`src/hw/rtl/wns_pkg.sv`:
```
// ============================================================================
// wns_pkg
// Shared types, codes and constants of the wavetable note sequencer.
// ============================================================================
package wns_pkg;

  // Default table depths.
  localparam int DEF_WAVE_DEPTH = 64;
  localparam int DEF_NOTE_DEPTH = 256;

  // Field widths.
  localparam int ACTION_W  = 2;
  localparam int INDEX_W   = 8;
  localparam int SAMPLE_W  = 12;
  localparam int LENGTH_W  = 16;
  localparam int PITCH_W   = 20;
  localparam int PERIOD_W  = 24;
  localparam int WLEN_W    = 7;
  localparam int SLEN_W    = 9;
  localparam int CFG_W     = 9;
  localparam int CFG_IDX_W = 1;
  localparam int COUNT_W   = 34;
  localparam int QUOT_W    = 11;
  localparam int DW_W      = LENGTH_W + WLEN_W;

  // Pitch divide by 1000 as a multiply by a rounded-up reciprocal.
  // The error term stays below one for every 20-bit pitch.
  localparam int PITCH_SHIFT = 30;
  localparam int RECIP_W     = 21;
  localparam int PROD_W      = PITCH_W + RECIP_W;
  localparam logic [RECIP_W-1:0] PITCH_RECIP = RECIP_W'(1073742);

  // Action codes.
  localparam logic [ACTION_W-1:0] ACT_TICK      = 2'd0;
  localparam logic [ACTION_W-1:0] ACT_LOAD_WAVE = 2'd1;
  localparam logic [ACTION_W-1:0] ACT_LOAD_NOTE = 2'd2;
  localparam logic [ACTION_W-1:0] ACT_START     = 2'd3;

  // Configuration register indexes.
  localparam logic [CFG_IDX_W-1:0] REG_WAVE_LENGTH = 1'd0;
  localparam logic [CFG_IDX_W-1:0] REG_SONG_LENGTH = 1'd1;

  // One entry of the note table.
  typedef struct packed {
    logic [PERIOD_W-1:0] period;
    logic [PITCH_W-1:0]  pitch;
    logic [LENGTH_W-1:0] duration;
  } note_entry_t;

  localparam int NOTE_ENTRY_W = $bits(note_entry_t);

  // Commands from the controller to the datapath.
  typedef struct packed {
    logic load_wave;
    logic load_note;
    logic start;
    logic read_step;
    logic mul_step;
    logic cmp_step;
    logic period_step;
    logic out_load;
  } wns_cmd_t;

  // Status from the datapath to the controller.
  typedef struct packed {
    logic out_free;
  } wns_status_t;

  // Truncating divide of a pitch by 1000.
  function automatic logic [QUOT_W-1:0] pitch_div1000(input logic [PITCH_W-1:0] pitch);
    logic [PROD_W-1:0] prod;
    prod = PROD_W'(pitch) * PROD_W'(PITCH_RECIP);
    return prod[PROD_W-1:PITCH_SHIFT];
  endfunction

endpackage

```
`src/hw/rtl/wns_ctrl.sv`:
```
// ============================================================================
// wns_ctrl
// Sequencing state machine: accepts items and steps the datapath through
// the load, start and tick operations.
// ============================================================================
module wns_ctrl
  import wns_pkg::*;
(
  input  logic                clk,
  input  logic                rst,
  input  logic                in_valid,
  output logic                in_ready,
  input  logic [ACTION_W-1:0] action,
  input  wns_status_t         status,
  output wns_cmd_t            cmd
);

  localparam logic [2:0] S_IDLE = 3'd0;
  localparam logic [2:0] S_READ = 3'd1;
  localparam logic [2:0] S_MUL  = 3'd2;
  localparam logic [2:0] S_CMP  = 3'd3;
  localparam logic [2:0] S_RDP  = 3'd4;
  localparam logic [2:0] S_PER  = 3'd5;
  localparam logic [2:0] S_DONE = 3'd6;

  logic [2:0] state;
  logic [2:0] state_next;
  logic       accept;

  assign in_ready = (state == S_IDLE);
  assign accept   = in_valid && in_ready;

  // Next state and command decode.
  always_comb begin
    state_next = state;
    cmd        = '0;
    unique case (state)
      S_IDLE: begin
        if (accept) begin
          unique case (action)
            ACT_TICK: begin
              state_next = S_READ;
            end
            ACT_LOAD_WAVE: begin
              cmd.load_wave = 1'b1;
            end
            ACT_LOAD_NOTE: begin
              cmd.load_note = 1'b1;
            end
            ACT_START: begin
              cmd.start  = 1'b1;
              state_next = S_RDP;
            end
            default: begin
              state_next = S_IDLE;
            end
          endcase
        end
      end
      S_READ: begin
        cmd.read_step = 1'b1;
        state_next    = S_MUL;
      end
      S_MUL: begin
        cmd.mul_step = 1'b1;
        state_next   = S_CMP;
      end
      S_CMP: begin
        cmd.cmp_step = 1'b1;
        state_next   = S_RDP;
      end
      S_RDP: begin
        state_next = S_PER;
      end
      S_PER: begin
        cmd.period_step = 1'b1;
        state_next      = S_DONE;
      end
      S_DONE: begin
        if (status.out_free) begin
          cmd.out_load = 1'b1;
          state_next   = S_IDLE;
        end
      end
      default: begin
        state_next = S_IDLE;
      end
    endcase
  end

  // State register.
  always_ff @(posedge clk) begin
    if (rst) begin
      state <= S_IDLE;
    end else begin
      state <= state_next;
    end
  end

endmodule

```
`config.mk`:
```
export PLATFORM = sky130hd
export DESIGN_NAME = wns_ctrl
export DESIGN_NICKNAME = d
export VERILOG_FILES = /design/src/hw/rtl/wns_pkg.sv /design/src/hw/rtl/wns_ctrl.sv
export SDC_FILE = /design/constraint.sdc
export NUM_CORES = 1
export LEC_CHECK = 0
export BUFFER_PORTS_ARGS = -buffer_cell sky130_fd_sc_hd__buf_4
export CORE_AREA = 2 2 39 41
export DETAILED_ROUTE_END_ITERATION = 12
export DIE_AREA = 0 0 41 43
export GPL_TIMING_DRIVEN = 1
export HOLD_SLACK_MARGIN = 0.05
export SKIP_LAST_GASP = 1
export SLEW_MARGIN = 20
export SYNTH_ARGS = -nofsm -noshare
export SYNTH_HDL_FRONTEND = slang
export SYNTH_SLANG_ARGS = --single-unit
```
`constraint.sdc`:
```
create_clock -name clk -period 2.35 [get_ports clk]
set_clock_uncertainty 0.2 [all_clocks]
set_input_delay 0.3525 -clock clk [delete_from_list [all_inputs] [get_ports clk]]
set_output_delay 0.3525 -clock clk [all_outputs]
set_load 0.05 [all_outputs]
```
# Word-level counts from Yosys, hierarchy flattened
# Index checks and enable logic that the tools add are counted.
[totals] output_inout_bits=9 wordCells=32 in_bits=6 regBits=3
[op_classes] n_mux=15 reduce_logical=4 eq_ne=12
[op_table] cell="case mux 3 bit (7 select lines)" count=1
[op_table] cell="two-way mux 3 bit" count=4
[op_table] cell="equality test 3 bit (second input constant)" count=3
[op_table] cell="two-way mux 1 bit" count=9
[op_table] cell="equality test 3 x 2 -> 1 bit (second input constant)" count=2
[op_table] cell="case mux 3 bit (2 select lines)" count=1
[op_table] cell="equality test 2 bit (second input constant)" count=2
[op_table] cell="equality test 3 x 1 -> 1 bit (second input constant)" count=1
[op_table] cell="zero test 3 bit" count=1
[op_table] cell="!= test 3 x 1 -> 1 bit (second input constant)" count=1
[op_table] cell="AND reduction 3 bit" count=1
[op_table] cell="equality test 2 x 1 -> 1 bit (second input constant)" count=1
[op_table] cell="zero test 2 bit" count=1
[op_table] cell="!= test 2 x 1 -> 1 bit (second input constant)" count=1
[op_table] cell="!= test 2 bit (second input constant)" count=1
[op_table] cell="logical AND 1 bit" count=1

# Logic depth before layout (Yosys ltp)
# Gate-level depths: netlist of the first run.
[logic_depth] ltp_word=4 ltp_mapped=4 ltp_nobuf=3

# Worst setup path after synthesis of the first run
# No wires, ideal clock.
[synth_path] path_kind="register to output" start="register state[2]" end="output cmd[5] (netlist name)" path_stages_with_launch=5 required_time_ps=1798 arrival_ps=2055 setup_slack_ps=-258 n_path_buf=1 path_cell_list="dfxtp_1 -> buf_2 -> nor3_2 -> nand2_1 -> nor2_1"
[synth_lines] element="start, declared" line="wns_ctrl.sv:26" rtl="logic [2:0] state;"
[synth_lines] element="start signal, assigned" line="wns_ctrl.sv:96" rtl="state <= state_next;"
[synth_lines] element="end, declared" line="wns_ctrl.sv:15" rtl="output wns_cmd_t cmd"

==> metrics.yaml, run 1 <==
cells_and_area:
  top_regs: "state x3"
  final_layout_size_suffix_gt1_frac: 0.480
  largest_reg_flops: 3
  final_cell_mix: "buf_4 (14), nand2_1 (4), nor2_1 (4)"
  layout_commonest_cell: "buf_4"
  syn2layout_area_growth_pct: 53.8
  final_util: 0.292
  post_layout_nonfiller_instances: 66
  regMostFlops: "state"
  nNetsFinal: 57
  n_antenna_cell: 0
worst_setup_path:
  critPathRequiredTime_ns: 1.80
  crit_path_max_fanout: 10
  reg2reg_to: "state[2]$_SDFFE_PP0P_"
  worst_r2r_path_depth: 2
  rr_startpoint: "state[2]$_SDFFE_PP0P_"
  cp-end-kind: "output port"
  worstSetupStartpointType: "flip-flop"
  r2r_slack_ns: 0.88
  crit_type: "reg -> out"
  startpoint: "state[1]$_SDFFE_PP0P_"
  arrival_ns: 1.38
cts:
  postCtsSetupBuffers: 0
  cts_tree: "done"
  cts_buffer_depth: 2
  ctsHoldBuffers: 0
  path_clk_slew_ns: 0.03
  cts_root_buf: "clkbuf_4"
  cts_resized: 0
  cts_made_buffers: 3
  htreeDepth: 1
  clk_latency_ns: 0.23
  clock_sinks: 3
hold_path:
  hp-class: "in -> reg"
  hold_depth: 2
  hold_end: "state[2]$_SDFFE_PP0P_"
  hp-start: "rst"
detailed_routing:
  antenna_left: 0
  wl_um: 568
  drc: 0
  drt_iter0_markers: 8
  drt-pass1-iter-count: 4
  wl_per_cell_um: 8.61
  vias_per_cell: 4.23
  num_vias: 279
synthesis:
  netlist_instances: 35
  ys_seq_area_frac: 0.229
  synth-seq-cells: 3
  synth_area_um2: 263
  synth_top_area_frac: 0.229
  avgSynthCellArea_um2: 7.51
  synth_area_leader_cell: "dfxtp_1"
  synth.distinct_cells: 20
  yosys_warnings: 0
  syn_nets: 41
  synth_top_cells_by_area: "dfxtp_1 (23%), nor2_1 (10%), a21oi_1 (5.7%), a311oi_2 (5.7%), nand2_1 (5.7%)"
floorplan:
  ios: 15
  core_um2: 1380
  die_w_um: 41
  die-area_um2: 1760
  die_y_um: 43
  start_util: 0.190
  num_rows: 14
timing:
  slew_viol_final: 0
  whs_ns: 0.0992
  period_needed_ns: 1.93
  max_slew_margin: 0.734
  min_period_over_period: 0.823
  worstMarginPinSlew_ns: 0.399
  fmax_mhz: 517
  fin_tns_setup_ns: 0
  setup-violations-final: 0
  finalHoldViolations: 0
  rsz0062_at_grt: "false"
placement:
  placed_cells: 62
  port_buffers: 14
  place.gp.congestion: 0.757
  dpl.hpwl_um: 469
power:
  leakagePower_nw: 0.177
  power_density_nw_per_um2: 790
  irDropWorstVdd_mv: 0.302
  finalPower_mw: 0.319
flow_run:
  maxCapViolCount: 0
global_route:
  grt_usage: 0.0832
  grt_pass1_vias: 233
  grt_max_degree: 13
  antenna_found_initial: 0
  grt_pass1_wl_um: 897
  grt-ovfl-total: 0
status:
  status: "completed"
==> final cells by class <==
cell class | count | area [um^2]
Multi-Input combinational cell | 29 | 193
Sequential cell | 3 | 60.1
Fill cell | 154 | 980
Tap cell | 16 | 20.0
Clock buffer | 4 | 26.3
Timing Repair Buffer | 14 | 105
==> worst max path at each step <==
stage	end	slack, ns	depth (start not counted)
4_1_cts	cmd[0]	0.40	3
3_5_place_dp	cmd[0]	0.66	3
6_report	cmd[0]	0.42	3
3_3_place_gp	cmd[0]	0.65	3
5_1_grt	cmd[0]	0.34	3
2_1_floorplan	cmd[5]	0.14	4
==> metrics by stage <==
stage	cell area [um^2]	worst slack [ns]
6_report	404	0.416
5_1_grt	404	0.341
4_1_cts	404	0.402
3_5_place_dp	378	0.657
3_3_place_gp	378	0.655
2_1_floorplan	277	0.137
==> synth_stat cells <==
library cell	instances
nor2b_2	1
nand2_1	4
mux2_2	1
dfxtp_1	3
nand2b_1	2
nor3b_1	1
a21oi_1	3
buf_2	1
nand3b_1	1
o31a_1	1
nor2b_1	2
nor3_2	1
and2_1	1
and3_1	1
nor2_1	7
buf_4	1
o31ai_1	1
buf_6	1
a311oi_2	1
nand4b_1	1
==> metal layers <==
| metal | global-route usage | part of all wire |
|---|---|---|
| met1 | 0.0897 | 0.40 |
| met2 | 0.0969 | 0.52 |
| met3 | 0.0314 | 0.085 |
| met4 | 0.120 | 0 |
| met5 | 0 | 0 |
==> cells by family (layout without fill, tap and decap cells) <==
kind of cell,after synthesis,count (layout),synth area share
multiplexers,1,1,0.0429
AND/OR/NAND/NOR,22,22,0.462
buffers and inverters,3,18,0.0905
AO/OA/AOI/OAI,6,6,0.176
flip-flops,3,3,0.229
==> power breakdown <==
group	internal (mW)	switching [mW]
registers	0.0588	0.0215
clock network	0.0635	0.0242
logic	0.0574	0.0938
total	0.180	0.140
==> critical path, stage by stage, from the launching register on <==
cell	delay, ns
dfxtp_1	0.52
nor2b_2	0.26
and3_1	0.17
buf_4	0.19
(Power assumes the default switching activity.)
==> inputs of run 2 (changes only) <==
==> constraint.sdc (replaced) <==
create_clock -name clk -period 1.6 [get_ports clk]
set_clock_uncertainty 0.2 [all_clocks]
set_input_delay 0.24 -clock clk [delete_from_list [all_inputs] [get_ports clk]]
set_output_delay 0.24 -clock clk [all_outputs]
set_load 0.05 [all_outputs]
==> metrics.yaml, run 2 (synthesized netlist as in run 1, its figures left out) <==
flow_run:
  maxCapViolCount: 0
placement:
  place.gp.congestion: 0.680
  port_buffers: 14
  dpl.hpwl_um: 514
floorplan:
  core_um2: 1380
  num_rows: 14
  ios: 15
  start_util: 0.190
  die_w_um: 41
  die-area_um2: 1760
  die_y_um: 43
power:
  power_density_nw_per_um2: 1060
  irDropWorstVdd_mv: 0.557
  leakagePower_nw: 0.220
cts:
  path_clk_slew_ns: 0.04
  cts_root_buf: "clkbuf_4"
  clock_sinks: 3
  clk_latency_ns: 0.24
  cts_buffer_depth: 2
  cts_made_buffers: 3
  cts_tree: "done"
  htreeDepth: 1
hold_path:
  hold_end: "state[1]$_SDFFE_PP0P_"
  hold_depth: 4
  hp-start: "status"
  hp-class: "in -> reg"
worst_setup_path:
  crit_path_max_fanout: 4
  cp-end-kind: "output port"
  cp_slowest_stage_delay_ns: 0.34
  rr_startpoint: "state[1]$_SDFFE_PP0P_"
  critPathSlowestCell: "dfxtp_2"
  r2r_slack_ns: 0.22
  crit_buf_inv: 1
  reg2reg_to: "state[2]$_SDFFE_PP0P_"
  path_cells: "nor3_4, nand2_4, nor2_4, buf_6"
  crit_type: "reg -> out"
  worst_path_dominant_cell_family: "simple AND/OR/NAND/NOR gates"
  critPathRequiredTime_ns: 1.16
  worstSetupStartpointType: "flip-flop"
  arrival_ns: 1.18
  worst_r2r_path_depth: 4
status:
  status: "finished with violations"
  violations: "negative setup slack"
cells_and_area:
  layout_commonest_cell: "buf_4"
  largest_reg_flops: 3
  fillCellCount: 152
  top_regs: "state x3"
  syn2layout_area_growth_pct: 103
  final_layout_size_suffix_gt1_frac: 0.618
  n_antenna_cell: 0
  multi_input_area_um2: 239
  final_cell_mix: "buf_4 (10), buf_6 (7), nor2_1 (4)"
  nNetsFinal: 62
  seqCellArea_um2: 68.8
  regMostFlops: "state"
detailed_routing:
  antenna_left: 0
  num_vias: 313
  wl_um: 683
  drt_iter0_markers: 7
  drt-pass1-iter-count: 4
  drc: 0
  vias_per_cell: 4.41
  wl_per_cell_um: 9.62
global_route:
  antenna_found_initial: 0
  grt-ovfl-total: 0
  grt_max_degree: 8
  grt_pass1_wl_um: 1030
  grt_usage: 0.0893
  grt_pass1_vias: 271
timing:
  layout_setup_ws_ns: -0.0214
  min_period_over_period: 1.01
  fin_tns_setup_ns: -0.0596
  max_slew_margin: 0.866
  slew_viol_final: 0
  rsz0062_at_grt: "true"
  worstMarginPinSlew_ns: 0.200
  period_needed_ns: 1.62
  whs_ns: 0.137
  finalHoldViolations: 0
  fmax_mhz: 617
  setup-violations-final: 3
-- run 2: cell types whose count changed in the layout (fill, tap and decap cells not counted), sizes merged --
| cell | delta |
|---|---|
| dlygate4sd3 | +1 |
| buf | +4 |
-- run 2: what timing repair did --
action	CTS	global route
pin swaps	3	3
gates resized for setup	8	10
hold buffers	1	0
setup buffers	2	0
setup endpoints to repair	8	8
hold endpoints to repair	2	0
-- run 2: power breakdown --
part | internal (mW) | leakage (nW) | switching, mW
registers | 0.0894 | 0.0264 | 0.0200
clock network | 0.0935 | 0.0150 | 0.0407
logic | 0.141 | 0.179 | 0.181
-- run 2: worst register-to-register path, stage by stage, from the launching register on --
cell	delay [ns]
dfxtp_2	0.37
buf_4	0.17
nor2_1	0.05
mux2_2	0.27
a311oi_2	0.22
-- run 2: layout make-up --
type / count / area share
well taps: 16 / 0.0376
flip-flops and latches: 3 / 0.129
multi-input cells: 29 / 0.448
clock buffers: 4 / 0.0493
repair buffers: 19 / 0.336
-- run 2: how the worst max path moves through the flow --
stage	startpoint	end	slack (ns)	cells past startpoint
6_report	state[1]$_SDFFE_PP0P_	cmd[5]	-0.02	4
3_5_place_dp	state[0]$_SDFFE_PP0P_	cmd[1]	0.11	3
3_3_place_gp	state[0]$_SDFFE_PP0P_	cmd[5]	0.13	4
4_1_cts	state[0]$_SDFFE_PP0P_	cmd[5]	-0.06	4
5_1_grt	state[1]$_SDFFE_PP0P_	cmd[7]	-0.07	4
2_1_floorplan	state[2]$_SDFFE_PP0P_	cmd[5]	-0.32	4
-- run 2: metrics by stage --
step,worst slack [ns],instances,utilization,power [mW],area (um^2)
5_1_grt,-0.0749,71,0.385,0.594,533
6_report,-0.0214,71,0.385,0.566,533
2_1_floorplan,-0.321,35,-,0.315,307
3_5_place_dp,0.111,64,0.301,0.368,417
4_1_cts,-0.0563,71,0.357,0.546,494
3_3_place_gp,0.135,64,0.301,0.369,417
-- run 2: routing by layer --
layer	track usage	part of all wire	vias up
li1	-	-	163
met1	0.112	0.47	131
met2	0.122	0.42	17
met3	0.0157	0.081	2
met4	0.0800	0.025	0
met5	0	0	-
